### config.mk
export PLATFORM = sky130hd
export DESIGN_NAME = cdtp_queue
export DESIGN_NICKNAME = d
export VERILOG_FILES = /design/src/rtl/cdtp_pkg.sv /design/src/rtl/cdtp_queue.sv
export SDC_FILE = /design/constraint.sdc
export NUM_CORES = 1
export LEC_CHECK = 0
export ABC_AREA = 1
export BUFFER_PORTS_ARGS = -buffer_cell sky130_fd_sc_hd__buf_2
export CELL_PAD_IN_SITES_DETAIL_PLACEMENT = 0
export CELL_PAD_IN_SITES_GLOBAL_PLACEMENT = 1
export CORE_UTILIZATION = 42
export DETAILED_ROUTE_END_ITERATION = 8
export PLACE_DENSITY = 0.85
export SLEW_MARGIN = 25
export SYNTH_ARGS = -nofsm -noshare
export SYNTH_HDL_FRONTEND = slang
export SYNTH_SLANG_ARGS = --single-unit
export TNS_END_PERCENT = 30
### constraint.sdc
create_clock -name clk -period 1.3 [get_ports clk]
set_clock_uncertainty 0.1 [all_clocks]
set_input_delay 0.325 -clock clk [delete_from_list [all_inputs] [get_ports clk]]
set_output_delay 0.325 -clock clk [all_outputs]
set_load 0.05 [all_outputs]
### src/rtl/cdtp_pkg.sv
// Shared types, constants and ROM contents for the degree cosine unit.
package cdtp_pkg;

  localparam int unsigned HALF_TURN_DEGREES = 180;
  localparam int unsigned FULL_TURN = 2 * HALF_TURN_DEGREES;
  localparam int unsigned QUARTER_TURN = HALF_TURN_DEGREES / 2;
  localparam int unsigned EIGHTH_TURN = HALF_TURN_DEGREES / 4;
  localparam int DEG_W = $clog2(HALF_TURN_DEGREES);
  localparam int REM_W = $clog2(2 * FULL_TURN);

  localparam int ANGLE_W = 32;
  localparam int OUT_W = 16;
  localparam int Q = 30;
  localparam int unsigned TAYLOR_TERMS = 14;
  localparam int unsigned DEG_TO_RAD = 18740330;

  localparam int RECIP_SHIFT = 36;
  localparam int RECIP_W = 28;
  localparam logic [RECIP_W-1:0] MOD_RECIP =
    RECIP_W'((64'd1 << RECIP_SHIFT) / 64'(FULL_TURN));

  localparam int TW = 25;
  localparam int T2W = 19;
  localparam int T3W = 13;
  localparam int T4W = 7;
  localparam int CRW = Q + 1;
  localparam int ROM_W = 32;

  localparam int D24_IN_W = 8;
  localparam int D24_W = 3;
  localparam int D24_SHIFT = 16;
  localparam logic [11:0] D24_RECIP = 12'd2731;
  localparam logic [D24_IN_W-1:0] D24_BIAS = 8'd12;

  localparam int D6_IN_W = 14;
  localparam int D6_W = 10;
  localparam int D6_SHIFT = 18;
  localparam logic [15:0] D6_RECIP = 16'd43691;
  localparam logic [D6_IN_W-1:0] D6_BIAS = 14'd3;

  localparam logic signed [31:0] OUT_MAX = 32'sd32767;
  localparam logic signed [31:0] OUT_MIN = -32'sd32768;

  localparam int QUEUE_DEPTH = 4;

  typedef struct packed {
    logic full;
    logic empty;
  } q_status_t;

  typedef struct packed {
    logic signed [ROM_W-1:0] c;
    logic signed [ROM_W-1:0] s;
  } rom_word_t;

  typedef struct packed {
    logic signed [63:0] c;
    logic signed [63:0] s;
  } taylor_t;

  function automatic taylor_t taylor(logic [63:0] th);
    logic [63:0] term;
    logic signed [63:0] cs;
    logic signed [63:0] sn;
    taylor_t r;
    term = 64'd1 << Q;
    cs = signed'(64'd1 << Q);
    sn = '0;
    for (int unsigned k = 1; k <= TAYLOR_TERMS; k++) begin
      term = ((term * th) >> Q) / 64'(k);
      unique case (2'(k))
        2'd1: sn = sn + signed'(term);
        2'd2: cs = cs - signed'(term);
        2'd3: sn = sn - signed'(term);
        2'd0: cs = cs + signed'(term);
      endcase
    end
    r.c = cs;
    r.s = sn;
    return r;
  endfunction

  function automatic rom_word_t rom_entry(int unsigned n);
    int unsigned m;
    logic negc;
    taylor_t r;
    logic signed [63:0] a;
    logic signed [63:0] b;
    rom_word_t w;
    m = n % HALF_TURN_DEGREES;
    negc = 1'b0;
    if (m > QUARTER_TURN) begin
      m = HALF_TURN_DEGREES - m;
      negc = 1'b1;
    end
    if (m <= EIGHTH_TURN) begin
      r = taylor(64'(m) * 64'(DEG_TO_RAD));
      a = r.c;
      b = r.s;
    end else begin
      r = taylor(64'(QUARTER_TURN - m) * 64'(DEG_TO_RAD));
      a = r.s;
      b = r.c;
    end
    w.c = negc ? ROM_W'(-a) : ROM_W'(a);
    w.s = ROM_W'(b);
    return w;
  endfunction

endpackage

### src/rtl/cdtp_queue.sv
// Short queue of classified words between the front and back ends.
module cdtp_queue #(
  parameter int WIDTH = 17
) (
  input  logic                clk,
  input  logic                rst,
  input  logic                push,
  input  logic [WIDTH-1:0]    wdata,
  input  logic                pop,
  output logic [WIDTH-1:0]    rdata,
  output cdtp_pkg::q_status_t qstat
);

  localparam int PW = $clog2(cdtp_pkg::QUEUE_DEPTH);
  localparam int CW = PW + 1;

  logic [WIDTH-1:0] mem [cdtp_pkg::QUEUE_DEPTH];
  logic [PW-1:0]    wptr;
  logic [PW-1:0]    rptr;
  logic [CW-1:0]    count;

  assign rdata = mem[rptr];
  assign qstat.full = (count == CW'(cdtp_pkg::QUEUE_DEPTH));
  assign qstat.empty = (count == '0);

  always_ff @(posedge clk) begin
    if (push) begin
      mem[wptr] <= wdata;
    end
  end

  always_ff @(posedge clk) begin
    if (rst) begin
      wptr <= '0;
      rptr <= '0;
      count <= '0;
    end else begin
      if (push) begin
        wptr <= wptr + 1'b1;
      end
      if (pop) begin
        rptr <= rptr + 1'b1;
      end
      if (push && !pop) begin
        count <= count + 1'b1;
      end else if (pop && !push) begin
        count <= count - 1'b1;
      end
    end
  end

endmodule

# Yosys cells after proc, flatten, opt, wreduce, memory -nomap -nowiden
# Memory sizes are Yosys's and may differ from the RTL's. A register that Yosys moved wholly into a read port is not among the register bits.
# Cells that the tools add are included.
[word_totals] reg_bits=7 mem_bits_rw=68 inputBits=21 output_inout_bits=19 elab_cells=21 memories=1
[mem_list] memory="mem" words=4 width=17 rd=1 rd_clocked_by_memory_dff=1 write_ports=1 line="cdtp_queue.sv:17" rtl="logic [WIDTH-1:0] mem [cdtp_pkg::QUEUE_DEPTH];"
[op_classes] addsub=4 n_eq_ne=1 muxes=6 reduce_logical=6
[op_table] op="3-bit two-way mux" n=2
[op_table] op="2-bit by 1-bit adder with 2-bit output, second input constant" n=2
[op_table] op="2-bit two-way mux" n=2
[op_table] op="3-bit by 1-bit adder with 3-bit output, second input constant" n=1
[op_table] op="3-bit equality test, second input constant" n=1
[op_table] op="3-bit zero test" n=1
[op_table] op="3-bit by 1-bit subtractor with 3-bit output, second input constant" n=1
[op_table] op="1-bit logical AND" n=2
[op_table] op="1-bit zero test" n=2
[op_table] op="1-bit two-way mux" n=2
[op_table] op="2-bit nonzero test" n=1

# Logic depth before layout (Yosys ltp)
# Gate-level depths: netlist of the first run.
[logic_depth] depth_word=4 mapped_depth=10 ltp_nobuf=10

# Least setup slack after synthesis of the first run
# No wires, ideal clock.
[synth_timing] kind="reg2out" start="reg with a tool-made name" end="out rdata[14]" arrival_ps=1454 required_time_ps=875 slack_ps=-579 stages_incl_launch_ff=6 path_buffers=2 path_cell_list="dfxtp_1 -> buf_6 -> inv_4 -> buf_6 -> o21ai_1 -> o22ai_1"
[synth_rtl] item="end: declaration" line="cdtp_queue.sv:10" rtl="output logic [WIDTH-1:0] rdata,"

==> results of run 1 <==
[report_power, final]
part / internal (mW) / leakage, nW / switching (mW)
sequential: 2.82 / 0.703 / 0.0760
combinational: 0.556 / 0.793 / 0.789
clock: 1.08 / 0.108 / 0.827
total: 4.46 / 1.60 / 1.69
[Yosys cell counts (all sizes together)]
library cell / n
nand4: 1
nor3: 2
o21ai: 39
dfxtp: 9
nor2: 40
buf: 9
ha: 5
xor2: 1
nand2: 9
edfxtp: 68
fa: 1
inv: 17
a21oi: 3
o22ai: 17
nand3: 1
[state kept, by name, summed over array words and instances, names as in the netlist, named ones only]
register	count
count	3
rptr	2
wptr	2
mem	68
[critical path: cells and delay by family (launching register included)]
family,cells,cell delay [ns]
flops,1,0.44
compound gates,2,0.31
buf+inv,2,0.34
[layout make-up]
cell class              instances  area, um^2
multi-input cells             119        1120
clock buffers                  10         128
flip-flops and latches         77        2240
inverters                      17        90.1
clock inverters                 6        86.3
fillers                       506        2400
well taps                      96         120
repair buffers                 72         681
[per-layer routing]
layer | routed length, um | vias up | part of all wire
met5 | 0 | - | 0
met4 | 61 | 0 | 0.010
met3 | 173 | 7 | 0.029
met2 | 3210 | 30 | 0.53
met1 | 2580 | 935 | 0.43
li1 | - | 959 | -
[per-stage QoR]
| stage | setup TNS [ns] | setup WS, ns |
|---|---|---|
| final | -9.15 | -0.543 |
| after global routing | -10.25 | -0.597 |
| after CTS | -9.51 | -0.556 |
| after detailed placement | -6.26 | -0.347 |
| after global placement | -5.76 | -0.318 |
| after floorplan | -6.18 | -0.146 |
[how the worst min path moves through the flow]
stage	startpoint	to	slack (ns)
after detailed placement	rptr[1]$_SDFFE_PP0P_	flip-flop	0.32
after floorplan	rst	count[0]$_SDFFE_PP0P_	0.30
after global routing	rst	count[0]$_SDFFE_PP0P_	0.03
after global placement	rptr[1]$_SDFFE_PP0P_	flip-flop	0.32
final	rst	count[0]$_SDFFE_PP0P_	0.04
after CTS	rst	count[0]$_SDFFE_PP0P_	0.03
[what timing repair did]
| item | CTS | global route |
|---|---|---|
| pin swaps | 1 | 4 |
| gates resized for setup | 76 | 32 |
| endpoints found under the setup margin | 27 | 61 |
| buffers inserted | 2 | 1 |
[cells by family (layout without fill, tap and decap cells)]
| logic type | Yosys count | count (layout) |
|---|---|---|
| AO/OA/AOI/OAI | 59 | 59 |
| buffers and inverters | 26 | 105 |
| flip-flops | 77 | 77 |
| adder cells (fa/ha/maj) | 6 | 6 |
| AND/OR/NAND/NOR | 53 | 53 |
| XOR/XNOR | 1 | 1 |
==> flow_summary.rst, run 1 <==
.. list-table::
   :header-rows: 1

   * - Metric
     - Value
   * - Avg Inst Size Synth
     - 13.6 um^2
   * - Hold Vio Cnt, Final
     - 0
   * - Area share of the largest cell type after synthesis
     - 0.675
   * - Maximum VDD drop
     - roughly 0.87 mV
   * - Pin count of the biggest net entering global routing
     - 18
   * - Number of detailed-routing iterations run before antenna repair
     - 4
   * - Placed cell areas
     - between 0.003 and 0.004 mm^2
   * - Source of the worst register-to-register timing path
     - wptr[0]$_SDFFE_PP0P_
   * - Number of global-route vias before repair
     - 1,973
   * - Global Route met2 Usage
     - 0.301
   * - Fmax
     - 543 MHz
   * - Number of flip-flops and latches in the synthesized netlist
     - 77
   * - Logic depth of the worst register-to-register path
     - 5
   * - Internal reg-to-reg setup slack
     - 0.04 ns
   * - IO Port Bufs
     - 39
   * - Detailed placer's ending HPWL
     - 3990 um
   * - Post-Layout Inst Area
     - ~0.0045 mm^2
   * - Minimum clock period
     - 1.84 ns
   * - Remaining routing DRC violations
     - 0
   * - Critical path's largest stage delay
     - 0.44 ns
   * - Commonest cells after routing, fill and taps aside
     - edfxtp_1, buf_6, nor2_1
   * - Data required time of the worst path
     - 0.88 ns
   * - Number of buffers created by CTS
     - 9
   * - Fraction of the mapped netlist area in simple logic gates
     - 0.0678
   * - Outcome
     - finished with violations
   * - CP Launch Type
     - flip-flop
   * - Crit-path slowest cell
     - dfxtp_4
   * - Global-route total usage across every layer
     - 0.179
   * - Residual overflow from global routing
     - 0
   * - Yosys top cell by area
     - edfxtp_1
   * - Synth warnings
     - 0
   * - Largest fanout of any net on the critical path
     - 9
   * - Number of cells produced by synthesis
     - 222
   * - CTS hold repair buffers
     - 0
   * - TritonCTS clock tree
     - built
   * - I/O pin count
     - 40
   * - Final Wtd Congestion
     - about 0.73
   * - CP Capture Type
     - output port
   * - PwrDens
     - 1380 mW/mm^2
   * - Die Ht
     - between 80 and 90 um
   * - Diode count
     - 0
   * - Violated checks
     - negative setup slack
   * - Initial antenna violation count
     - 0
   * - HP Class
     - input port to flip-flop
   * - Routed length per instance
     - 15.2 um
   * - Overall power
     - 6.15 mW
   * - Final core utilization
     - 0.651
   * - Via count of the routed design
     - 1,931
   * - Fraction of final layout cells with drive strength greater than 1
     - 0.555
   * - First-pass GRT wire length
     - 9690 um
   * - Area delta synth->final
     - 47.7%
   * - Slew at the pin closest to its max-slew limit
     - between 0.2 and 0.3 ns
   * - Number of library cell types mapped by synthesis
     - 21
   * - Number of nets in the synthesized netlist
     - roughly 250
   * - Met1 routing resource usage after global routing
     - 0.218
   * - Average via count per standard cell
     - between 4 and 5
   * - Worst EP arrival
     - approximately 1.4 ns
   * - Mux cell area share after synthesis
     - 0
   * - Start-to-end type of the worst setup path
     - flip-flop to output port
   * - Xor-xnor portion of the synthesized cell area
     - 0.00289
   * - Most common cell after layout, fill and taps aside
     - edfxtp_1
   * - Core area
     - 0.00687 mm^2
   * - Number of violations of the max-capacitance limit
     - 0
   * - Gr busiest metal
     - met2
   * - Worst path most repeated cell
     - buf_6
   * - Synthesized area
     - about 0.003 mm^2
   * - Number of core rows
     - 30
   * - Count of nets after finishing
     - 323
   * - Max-slew violation total from the final report
     - 0
   * - Maximum buffer depth of the clock tree
     - 2
   * - Static leakage power
     - ~1.6 nW
   * - Area contributors post-synth
     - edfxtp_1, dfxtp_1, nor2_1
   * - Sequential area share after synthesis
     - 0.734
   * - RR Endpoint
     - mem[2][7]$_DFFE_PP_
   * - Antenna-violating nets left
     - 0
   * - Max-slew headroom
     - 0.826
   * - Worst hold stages
     - 2
   * - Final worst-path cycle share
     - 1.42
   * - Total die area
     - between 0.007 and 0.008 mm^2
   * - Clock root buffer master
     - clkbuf_8
   * - Iteration-0 DRC Markers
     - 49
   * - Least setup slack across all paths after layout
     - -0.543 ns
   * - Global-route met3 utilization
     - 0.0464
   * - Total wire length after detailed routing
     - 6030 um
   * - RSZ-0062 raised after global routing
     - yes
   * - Starting density of the core
     - 0.441
   * - Worst hold slack
     - between 0.04 and 0.05 ns
   * - Critical path destination
     - rdata[8]
   * - Final cell count without fillers
     - around 400
   * - Placed Cells incl. Taps
     - 378
   * - Worst-skew pair later-pin latency
     - 0.33 ns
   * - Clock-pin slew of the registers on the worst-case setup and hold paths
     - 0.07 ns
   * - # setup viols final
     - 19
   * - CTS H-Tree Depth
     - 3
   * - Main combinational cell family by area after synthesis
     - compound AO/OA/AOI/OAI gates
   * - Chip Width
     - 86.9 um
   * - Area fraction in compound gates after synthesis
     - 0.117
   * - Adder and majority cell fraction of the synthesized area
     - 0.0273
   * - List of cells traversed by the critical path
     - buf_6 > o21ai_1 > o22ai_4 > buf_6
   * - Total clock sinks
     - 77
No activity file was read; power rests on OpenSTA's default activity.
==> run 2, diff against run 1 <==
- BUFFER_PORTS_ARGS: -buffer_cell sky130_fd_sc_hd__buf_2 -> not set
- CORE_UTILIZATION: 42 -> 46
- DONT_BUFFER_PORTS: not set -> 1
- PLACE_DENSITY: 0.85 -> 0.84
==> run 2 against run 1 <==
  * The run still ends with negative setup slack left
  * First-iteration DRC count up 96%
  * Combinational power rose by 16%
  * Clock power decreased by 11%
  * Sequential cell count stayed put
  * Routed wire length rose by 8.3%
  * Sequential power about the same
  * Critical endpoint is now rdata[11]
  * Highest routed layer unchanged
  * Utilization increased by 9.1 points
  * Hold slack better by 0.011 ns
==> flow_summary.rst, run 2 (synthesized netlist as in run 1, its figures left out) <==
.. list-table::
   :header-rows: 1

   * - Metric
     - Value
   * - Data required time of the worst path
     - 0.88 ns (about the same)
   * - Total clock sinks
     - 77 (unchanged)
   * - Maximum buffer depth of the clock tree
     - 2 (unchanged)
   * - Least setup slack across all paths after layout
     - -0.602 ns (was -0.543 ns)
   * - Global-route total usage across every layer
     - 0.193 (was 0.179)
   * - Setup slack at placement
     - -0.260 ns (was -0.347 ns)
   * - Worst hold path startpoint
     - push (was rst)
   * - Initial antenna violation count
     - 0 (unchanged)
   * - Final worst-path cycle share
     - 1.46 (was 1.42)
   * - CTS H-Tree Depth
     - 3 (unchanged)
   * - Starting density of the core
     - 0.477 (was 0.441)
   * - Detailed placer's ending HPWL
     - 3940 um (was 3990 um)
   * - Internal reg-to-reg setup slack
     - -0.01 ns (was 0.04 ns)
   * - RSZ-0062 raised after global routing
     - yes (unchanged)
   * - Fill count
     - 379 (was 506)
   * - Power spent charging and discharging nets
     - 1.87 mW (was 1.69 mW)
   * - Residual overflow from global routing
     - 0 (unchanged)
   * - Proportion of power drawn by the clock network
     - 0.277 (was 0.311)
   * - Pin count of the biggest net entering global routing
     - 18 (unchanged)
   * - Overall power
     - 6.16 mW (was 6.15 mW)
   * - Chip Width
     - 83.1 um (was 86.9 um)
   * - Diode count
     - 0 (unchanged)
   * - Logic depth of the worst register-to-register path
     - 5 (unchanged)
   * - I/O pin count
     - 40 (unchanged)
   * - Area delta synth->final
     - 55.5% (was 47.7%)
   * - Max FFs per register
     - 68 (unchanged)
   * - Slew at the pin closest to its max-slew limit
     - 0.300 ns (was 0.260 ns)
   * - Max-slew violation total from the final report
     - 0 (unchanged)
   * - Worst-skew pair later-pin latency
     - 0.35 ns (was 0.33 ns)
   * - Worst hold stages
     - 2 (unchanged)
   * - Number of global-route vias before repair
     - 2,058 (was 1,973)
   * - Share of power burned in combinational logic
     - 0.254 (was 0.219)
   * - HP Class
     - input port to flip-flop (unchanged)
   * - Most common cell after layout, fill and taps aside
     - edfxtp_1 (unchanged)
   * - Remaining routing DRC violations
     - 0 (unchanged)
   * - Start-to-end type of the worst setup path
     - flip-flop to output port (unchanged)
   * - Minimum clock period
     - 1.90 ns (was 1.84 ns)
   * - Register with the most flip-flops
     - mem (unchanged)
   * - # setup viols final
     - 29 (was 19)
   * - Largest fanout of any net on the critical path
     - 6 (was 9)
   * - Antenna-violating nets left
     - 0 (unchanged)
   * - Internal Dissipation
     - 4.29 mW (was 4.46 mW)
   * - Average via count per standard cell
     - 5.30 (was 4.86)
   * - Number of detailed-routing iterations run before antenna repair
     - 4 (unchanged)
   * - Number of violations of the max-capacitance limit
     - 0 (unchanged)
   * - Iteration-0 DRC Markers
     - 96 (was 49)
   * - Static leakage power
     - 1.66 nW (was 1.60 nW)
   * - Fmax
     - 526 MHz (was 543 MHz)
   * - Total wire length after detailed routing
     - 6530 um (was 6030 um)
   * - Via count of the routed design
     - 2,013 (was 1,931)
   * - Core area
     - 0.00635 mm^2 (was 0.00687 mm^2)
   * - Switching portion of total power
     - 0.304 (was 0.275)
   * - Max-slew headroom
     - 0.799 (was 0.826)
   * - TritonCTS clock tree
     - built (unchanged)
   * - Routed length per instance
     - 17.2 um (was 15.2 um)
   * - Regs by FF count
     - mem: 68 flops, count: 3 flops (unchanged)
   * - Hold EP
     - wptr[0]$_SDFFE_PP0P_ (was count[0]$_SDFFE_PP0P_)
   * - Die Ht
     - 83.1 um (was 86.9 um)
   * - Worst hold slack
     - 0.0549 ns (was 0.0443 ns)
   * - Final Wtd Congestion
     - 0.771 (was 0.733)
   * - Total die area
     - 0.00691 mm^2 (was 0.00755 mm^2)
   * - Worst EP arrival
     - 1.48 ns (was 1.42 ns)
   * - Maximum VDD drop
     - 0.804 mV (was 0.870 mV)
   * - CP Capture Type
     - output port (unchanged)
   * - Clock root buffer master
     - clkbuf_8 (unchanged)
   * - Hold Vio Cnt, Final
     - 0 (unchanged)
   * - Violated checks
     - negative setup slack (unchanged)
   * - Number of core rows
     - 29 (was 30)
   * - CP Launch Type
     - flip-flop (unchanged)
   * - Commonest cells after routing, fill and taps aside
     - edfxtp_1, buf_12, nor2_1, buf_4, o21ai_1 (was edfxtp_1, buf_6, nor2_1)
   * - Clock-pin slew of the registers on the worst-case setup and hold paths
     - 0.09 ns (was 0.07 ns)
   * - RR Endpoint
     - mem[2][15]$_DFFE_PP_ (was mem[2][7]$_DFFE_PP_)
   * - Count of nets after finishing
     - 325 (was 323)
   * - Fraction of final layout cells with drive strength greater than 1
     - 0.479 (was 0.555)
   * - PwrDens
     - 1310 mW/mm^2 (was 1380 mW/mm^2)
   * - First-pass GRT wire length
     - 9910 um (was 9690 um)
   * - Register share of total power
     - 0.470 (was 0.471)
   * - IO Port Bufs
     - 0 (was 39)
   * - Source of the worst register-to-register timing path
     - wptr[0]$_SDFFE_PP0P_ (unchanged)
   * - Outcome
     - finished with violations (unchanged)
   * - Number of buffers created by CTS
     - 9 (unchanged)
-- run 2: changes by cell type in the layout (fill, tap and decap cells not counted), sizes merged --
cell	previous run	this run
buf	72	54
dlygate4sd3	0	18
inv	17	21
clkinv	3	0
clkinvlp	1	4
bufinv	2	0
-- run 2: final cells by class --
class / count / area (um^2) / share of cell area
clock inverters: 7 / 62.6 / 0.0133
flip-flops and latches: 77 / 2240 / 0.477
clock buffers: 9 / 124 / 0.0263
repair inverters: 1 / 6.26 / 0.00133
well taps: 77 / 96.3 / 0.0205
repair buffers: 73 / 970 / 0.206
inverters: 17 / 95.1 / 0.0202
multi-input cells: 119 / 1110 / 0.236
-- run 2: power by group through the flow --
stage                     clock [mW]  combinational [mW]  sequential, mW
after floorplan                    0               0.810            2.91
after global placement             0                1.33            2.92
after detailed placement           0                1.34            2.93
after CTS                       1.73                1.48            2.87
after global routing            1.83                1.64            2.91
final                           1.70                1.56            2.90
-- run 2: worst max-delay path, stage by stage (launching register included) --
cell and delay [ns]:
dfxtp_4 0.39, buf_6 0.13, inv_8 0.05, buf_16 0.14
o21ai_4 0.15, o22ai_4 0.09, buf_12 0.16
-- run 2: timing repair --
| item | 4_1_cts | 5_1_grt |
|---|---|---|
| hold buffers | 18 | 0 |
| buffers inserted | 2 | 2 |
| gates cloned | 2 | 1 |
| gates resized for setup | 29 | 39 |
| endpoints found under the setup margin | 20 | 71 |
| pin swaps | 3 | 1 |
| endpoints found under the hold margin | 69 | 0 |
-- run 2: how the worst max path moves through the flow --
stage	start	endpoint	slack [ns]	cells after the start
floorplan	flip-flop	rdata[14]	-0.15	5
global placement	flip-flop	rdata[7]	-0.26	6
detailed placement	flip-flop	rdata[14]	-0.26	6
CTS	flip-flop	rdata[6]	-0.62	6
global route	flip-flop	rdata[2]	-0.65	6
finish	flip-flop	rdata[11]	-0.60	6
-- run 2: metal layers --
layer | track usage | wire length (um) | up-vias
met5 | 0 | 0 | -
met4 | 0.100 | 123 | 0
met3 | 0.0517 | 246 | 10
met2 | 0.335 | 3760 | 50
met1 | 0.217 | 2410 | 997
li1 | - | - | 956
-- run 2: per-stage QoR --
step / cells / instance area (um^2) / TNS, ns / utilization
2_1_floorplan: 222 / 3350 / -6.18 / -
3_3_place_gp: 339 / 4020 / -4.09 / 0.634
3_5_place_dp: 339 / 4020 / -4.25 / 0.634
4_1_cts: 377 / 4520 / -10.88 / 0.713
5_1_grt: 380 / 4710 / -12.25 / 0.741
6_report: 380 / 4710 / -10.53 / 0.741
